**config.mk**
```make
export PLATFORM = sky130hd
export DESIGN_NAME = ssd_isqrt
export DESIGN_NICKNAME = d
export VERILOG_FILES = /design/src/rtl/core/ssd_pkg.sv /design/src/rtl/core/ssd_isqrt.sv
export SDC_FILE = /design/constraint.sdc
export NUM_CORES = 2
export LEC_CHECK = 0
export ABC_AREA = 1
export BUFFER_PORTS_ARGS = -buffer_cell sky130_fd_sc_hd__buf_4
export CORE_MARGIN = 2
export CORE_UTILIZATION = 50
export DETAILED_ROUTE_END_ITERATION = 6
export PLACE_DENSITY = 0.65
export SLEW_MARGIN = 20
export SYNTH_ARGS = -nofsm -noshare
export SYNTH_HDL_FRONTEND = slang
export SYNTH_SLANG_ARGS = --single-unit
```
**constraint.sdc**
```tcl
create_clock -name aclk -period 6.23 [get_ports aclk]
set_input_delay 1.246 -clock aclk [delete_from_list [all_inputs] [get_ports aclk]]
set_output_delay 1.246 -clock aclk [all_outputs]
set_load 0.005 [all_outputs]
```
**src/rtl/core/ssd_pkg.sv**
```systemverilog
// ============================================================================
// Segment distance package
// Shared widths, payload structs and helpers for the segment-to-segment
// distance pipeline.
// ============================================================================
package ssd_pkg;

    // Coordinate format: two's complement, 12 fractional bits. The integer
    // datapath does not depend on the fraction, so only the width is carried.
    localparam int COORD_BITS = 24;
    localparam int DIFF_W     = COORD_BITS + 1;   // difference of two coordinates
    localparam int PROD_W     = 2 * DIFF_W;       // product of two differences
    localparam int SUM_W      = PROD_W + 1;       // dot or cross product
    localparam int SQD_W      = 2 * DIFF_W;       // squared length, unsigned
    localparam int MAG_W      = 2 * DIFF_W;       // magnitude of a cross product
    localparam int SQR_W      = 2 * MAG_W;        // cross product squared
    localparam int ROOT_W     = DIFF_W;           // square root of a SQD_W value
    localparam int GAP_W      = 25;
    localparam int NTERM      = 4;                // endpoint-to-segment terms

    localparam logic [GAP_W-1:0] GAP_MAX = '1;

    typedef logic signed [COORD_BITS-1:0] coord_t;
    typedef logic signed [DIFF_W-1:0]     diff_t;

    typedef struct packed {
        coord_t a_start_x;
        coord_t a_start_y;
        coord_t a_end_x;
        coord_t a_end_y;
        coord_t b_start_x;
        coord_t b_start_y;
        coord_t b_end_x;
        coord_t b_end_y;
    } seg_in_t;

    typedef struct packed {
        logic [GAP_W-1:0] gap_length;
        logic             segments_touch;
    } seg_out_t;

    typedef struct packed {
        logic             touch;
        logic [NTERM-1:0] use_quot;
    } ssd_ctrl_t;

    function automatic diff_t sext(input coord_t v);
        return {v[COORD_BITS-1], v};
    endfunction

endpackage

```
**src/rtl/core/ssd_isqrt.sv**
```systemverilog
// ============================================================================
// Segment distance pipelined square root
// Digit-by-digit floor square root, one root bit per register stage, with a
// sideband that travels alongside.
// ============================================================================
module ssd_isqrt #(
    parameter int RW = ssd_pkg::ROOT_W,
    parameter int SW = 1
) (
    input  logic            aclk,
    input  logic            aresetn,
    input  logic            ce,
    input  logic            in_valid,
    input  logic [2*RW-1:0] value,
    input  logic [SW-1:0]   side_in,
    output logic            out_valid,
    output logic [RW-1:0]   root,
    output logic [SW-1:0]   side_out
);
    logic [2*RW-1:0] val_reg  [RW];
    logic [RW:0]     rem_reg  [RW];
    logic [RW-1:0]   root_reg [RW];
    logic [SW-1:0]   side_reg [RW];
    logic            valid_reg [RW];

    for (genvar g = 0; g < RW; g++) begin : g_stage
        logic [2*RW-1:0] val_in;
        logic [RW:0]     rem_in;
        logic [RW-1:0]   root_in;
        logic [SW-1:0]   side_w;
        logic            valid_w;
        logic [RW+2:0]   trial, cand, diff;
        logic            take;

        if (g == 0) begin : g_first
            assign val_in  = value;
            assign rem_in  = '0;
            assign root_in = '0;
            assign side_w  = side_in;
            assign valid_w = in_valid;
        end else begin : g_next
            assign val_in  = val_reg[g-1];
            assign rem_in  = rem_reg[g-1];
            assign root_in = root_reg[g-1];
            assign side_w  = side_reg[g-1];
            assign valid_w = valid_reg[g-1];
        end

        assign trial = {rem_in, val_in[2*RW-1:2*RW-2]};
        assign cand  = {1'b0, root_in, 2'b01};
        assign diff  = trial - cand;
        assign take  = (trial >= cand);

        always_ff @(posedge aclk) begin
            if (ce) begin
                val_reg[g]  <= {val_in[2*RW-3:0], 2'b00};
                rem_reg[g]  <= take ? diff[RW:0] : trial[RW:0];
                root_reg[g] <= {root_in[RW-2:0], take};
                side_reg[g] <= side_w;
            end
        end

        always_ff @(posedge aclk) begin
            if (!aresetn) begin
                valid_reg[g] <= 1'b0;
            end else if (ce) begin
                valid_reg[g] <= valid_w;
            end
        end
    end

    assign out_valid = valid_reg[RW-1];
    assign root      = root_reg[RW-1];
    assign side_out  = side_reg[RW-1];

endmodule

```
-- After elaboration in Yosys (flattened, before gate mapping)
Memory sizes are Yosys's and may differ from the RTL's.
Cells that the tools add are included.
W data, S select, Z words.
- bitwise gates (word level): 25
- div/mod/pow operators: 0
- magnitude comparators: 25
- muxes and demuxes: 55
- add/sub/neg operators: 25
- reductions and logical operators: 0
- multipliers: 0
- shift-type cells: 0
- equal/unequal tests: 0
- operators with widths (cell ; count):
    $ge A28 B27 Y1 ; 24
    $mux W26 ; 25
    $sub A26 B26 Y26 ; 24
    $mux W1 ; 30
    $or A1 B1 Y1 ; 25
    $sub A2 B1 Y3 const B ; 1
    $ge A2 B1 Y1 const B ; 1
- latch bits: 0
- bits in registers: 0
- bits in read-only memories: 0
- output and inout port bits: 27
- bits of input ports: 55
- RAM bits: 2525
- memories kept: 5
- memory list (name ; words ; width ; rd ports ; clocked after memory_dff ; wr ports ; RTL line ; text):
    val_reg ; 25 ; 48 ; 24 ; 0 ; 25 ; ssd_isqrt.sv:20 ; logic [2*RW-1:0] val_reg [RW];
    rem_reg ; 25 ; 26 ; 24 ; 0 ; 25 ; ssd_isqrt.sv:21 ; logic [RW:0] rem_reg [RW];
    root_reg ; 25 ; 25 ; 25 ; 0 ; 25 ; ssd_isqrt.sv:22 ; logic [RW-1:0] root_reg [RW];
    side_reg ; 25 ; 1 ; 25 ; 0 ; 25 ; ssd_isqrt.sv:23 ; logic [SW-1:0] side_reg [RW];
    valid_reg ; 25 ; 1 ; 25 ; 0 ; 25 ; ssd_isqrt.sv:24 ; logic valid_reg [RW];

-- Longest topological paths before layout
- depth in word-level cells: 4
- depth in mapped cells: 16
- mapped depth without buffers: 15

-- Worst setup path after synthesis
No wires, ideal clock.
- path kind: input to register
- from: input port ce
- to: memory valid_reg[0], enable pin
- cell stages on the path: 2
- data required time: 5.848 ns
- slack: 4.044 ns
- path buffers: 0
- library setup time: 0.382 ns
- arrival: 1.805 ns
- cells stage by stage: inv_1 -> nand2_1
- RTL lines (element ; RTL line ; text):
    from (decl) ; ssd_isqrt.sv:12 ; input logic ce,
    to (decl) ; ssd_isqrt.sv:24 ;

==> metrics.log <==
[metrics] result of the run: finished with violations
[metrics] failing checks: DRC
[metrics] clk_skew: 0.0572 ns
[metrics] cell count after synthesis: around 9400
[metrics] number of buffers created by CTS: 169
[metrics] weighted congestion at the end of routability-driven global placement: ~0.93
[metrics] Max clock buf depth: 3
[metrics] tightest slew margin relative to the limit: 30.0%
[metrics] maximum clock frequency: between 300 and 400 MHz
[metrics] hold buffers post-CTS: 0
[metrics] most frequent cells in the layout: sky130_fd_sc_hd__nand2_1 (2976), sky130_fd_sc_hd__inv_1 (1651), sky130_fd_sc_hd__edfxtp_1 (1563), sky130_fd_sc_hd__nor2_1 (796), sky130_fd_sc_hd__nand3_1 (526)
[metrics] data required time at the worst endpoint: 6.77 ns
[metrics] dominant cells by area after synthesis: sky130_fd_sc_hd__edfxtp_1 (56%), sky130_fd_sc_hd__nand2_1 (13%), sky130_fd_sc_hd__inv_1 (7.4%)
[metrics] Hold Slack: roughly 0.37 ns
[metrics] fin crit period: 2.99 ns
[metrics] die boundary height: slightly above 400 um
[metrics] area fraction in and, or, nand and nor cells after synthesis: 23.7%
[metrics] average cell area after synthesis: 8.98 um^2
[metrics] flip-flop count of the largest register, all copies and words added: 600
[metrics] power density relative to cell area: about 320 mW/mm^2
[metrics] routed via count: slightly above 60000
[metrics] Root Driver: sky130_fd_sc_hd__clkbuf_16
[metrics] post-synthesis sequential element count: about 1600
[metrics] core area: around 0.17 mm^2
[metrics] Startpoint Class: register
[metrics] CTS HTree Levels: 4
[metrics] count of final max-slew check failures: 0
[metrics] Area growth, synth to finish: 10.5%
[metrics] top fanout value on the critical path: 33
[metrics] horizontal die dimension: 414 um
[metrics] sequential area share after synthesis: 55.8%
[metrics] dominant combinational cell family by area after synthesis: simple AND/OR/NAND/NOR gates
[metrics] total setup violations reported at the end of the flow: 0
[metrics] Synth Area in Compound Gates: ~4.5%
[metrics] CP Cell Sequence: ha_1, nand2_1, inv_1, nand2_1, nand3_1, nand2_1, nand3_1, nand2_1, nand2_1, inv_2, o21ai_0
[metrics] most prevalent standard cell on the critical path: sky130_fd_sc_hd__nand2_1
[metrics] post-synthesis share of cell area spent on full adders, half adders and majority gates: under 10%
[metrics] class of the most critical setup path: reg -> reg
[metrics] Placement Rows: 150
[metrics] Power, Total: 30.0 mW
[metrics] global-route total usage across every layer: a little under a quarter
[metrics] post-synth design cell area: 0.0842 mm^2
[metrics] final routed wirelength across all metal layers: about 200000 um
[metrics] transition time at the pin with the least slew margin: 1.05 ns
[metrics] Post-synth EDFFs: approximately 1600
[metrics] Antenna Cells: 0
[metrics] commonest non-fill, non-tap cell in the layout: sky130_fd_sc_hd__nand2_1
[metrics] number of antenna violations at the first check in global routing: 1
[metrics] setup repair after global routing missed its margin: no
[metrics] Post-CTS Setup Inserts: 0
[metrics] cell with the largest stage delay on the worst path: sky130_fd_sc_hd__inv_2
[metrics] vias in the first global route: ~60000
[metrics] beginning of the worst hold path: val_reg[0][173]
[metrics] number of top-level design ports: between 80 and 90
[metrics] dominant cell type by area after synthesis: sky130_fd_sc_hd__edfxtp_1
[metrics] largest net degree at the start of global routing: 187
[metrics] layout net count: ~10000
[metrics] Max-cap violations: 0
[metrics] TritonCTS Sinks: approximately 1600
[metrics] P_leak: 41.4 nW
[metrics] largest stage delay on the critical path: 0.61 ns
[metrics] clock tree from TritonCTS: done
[metrics] min-delay worst type: reg -> reg
[metrics] antenna viol nets, final: 0
[metrics] CP Data Arrival Time: approximately 3.5 ns
[metrics] number of instances resized during post-cts repair: 0
[metrics] placed wire-length estimate after detailed placement: approximately 150000 um
[metrics] share of synthesized area spent on multiplexers: 0%
[metrics] Primary FF master, synth: sky130_fd_sc_hd__edfxtp_1
[metrics] per-cell routed wire length: about 17 um
[metrics] worst voltage drop across the vdd grid: 0.262 mV
[metrics] startpoint of the worst register-to-register path: rem_reg[7][27]
[metrics] area enclosed by the die boundary: 0.172 mm^2
[metrics] Cell variety after synth: 55
[metrics] DRC errors left: 2
[metrics] vias per cell: between 5 and 6
[metrics] DRT Pass-1 Iters: 7
[metrics] area share of the largest cell type after synthesis: a little under three fifths
[metrics] clock slew at the register clock pins of the worst setup and hold paths: 0.06 ns
[metrics] Starting DRT DRC Count: roughly 5000
[metrics] total nets after synthesis: around 10000
[metrics] later-pin clock latency in the skew report: around 0.82 ns
[metrics] sum of overflow across all layers after global routing: 0
[metrics] global-route wire length before repair: ~320000 um
[metrics] endpoint kind of the worst setup timing path: register
[metrics] Synth Area in XOR/XNOR: 2.47%
[metrics] post-synthesis async set-or-reset flop share: 0%
[metrics] Setup TNS Final: 0 ns
[metrics] portion of the clock cycle consumed by the worst path in the final layout: ~48%
[metrics] number of warnings issued by yosys: 0
[metrics] Initial Utilization: 50.3%
[metrics] total of buffers placed on input and output ports: 81
[metrics] share of final-layout standard cells stronger than drive strength 1: under 10%
[metrics] hold violation count in the final report: 0
[metrics] beginning of the critical path: rem_reg[7][27]
routing by layer:
layer | track usage [%] | up-vias | routed length (um)
li1 | - | 30900 | -
met1 | 31.3 | 28500 | 89800
met2 | 39.4 | 1525 | 96200
met3 | 3.36 | 319 | 10400
met4 | 6.59 | 0 | 5200
met5 | 0 | - | 0
per-stage QoR:
stage	utilization, %	instances	setup WS (ns)	instance area [um^2]
2_1_floorplan	-	9379	4.04	84200
3_3_place_gp	52.1	11600	3.02	87100
3_5_place_dp	52.1	11600	2.97	87100
4_1_cts	55.6	11900	3.30	93000
5_1_grt	55.6	11900	3.04	93000
6_report	55.6	11900	3.24	93000
critical path: cells and delay by family (launching register included):
family | cells | cell delay, ns
AND/OR/NAND/NOR | 7 | 1.08
buffers and inverters | 2 | 0.67
flip-flops | 1 | 0.41
adder cells (fa/ha/maj) | 1 | 0.37
AO/OA/AOI/OAI | 1 | 0.18
area by class of cell:
cell class	instances	area [um^2]
multi-input combinational	6067	30300
fill	15000	74200
timing repair buffer	101	866
inverter	1676	6300
tap	2204	2760
sequential	1564	47000
clock inverter	127	1550
clock buffer	189	4330
path summary, 6_finish.rpt:
path,to,slack (ns),depth (start not counted)
max,rem_reg[8][9],3.24,11
min,val_reg[1][31],0.37,0
max reg2reg,rem_reg[8][9],3.24,11
min reg2reg,val_reg[1][31],0.37,0
cells by family after synthesis:
kind of cell | count (synthesis)
flops | 1564
xor+xnor | 237
other cells | 1
fa+ha+maj | 352
compound gates | 710
buf+inv | 1748
simple gates | 4767
cells in the mapped netlist, types with 98 or more instances:
| master | n |
|---|---|
| sky130_fd_sc_hd__nor2_1 | 796 |
| sky130_fd_sc_hd__a21oi_1 | 331 |
| sky130_fd_sc_hd__inv_1 | 1651 |
| sky130_fd_sc_hd__o21ai_0 | 174 |
| sky130_fd_sc_hd__xnor2_1 | 139 |
| sky130_fd_sc_hd__xor2_1 | 98 |
| sky130_fd_sc_hd__ha_1 | 352 |
| sky130_fd_sc_hd__nand3_1 | 526 |
| sky130_fd_sc_hd__o21ai_1 | 127 |
| sky130_fd_sc_hd__nand2_1 | 2976 |
| sky130_fd_sc_hd__edfxtp_1 | 1563 |
| sky130_fd_sc_hd__nand4_1 | 164 |
report_power, final:
part	internal, mW	total, mW	switching, mW	leakage (nW)
combinational	1.95	5.88	3.92	23.6
sequential	12.9	13.7	0.734	15.0
clock	6.09	10.5	4.37	2.80
Power figures use the tool's default switching activity.
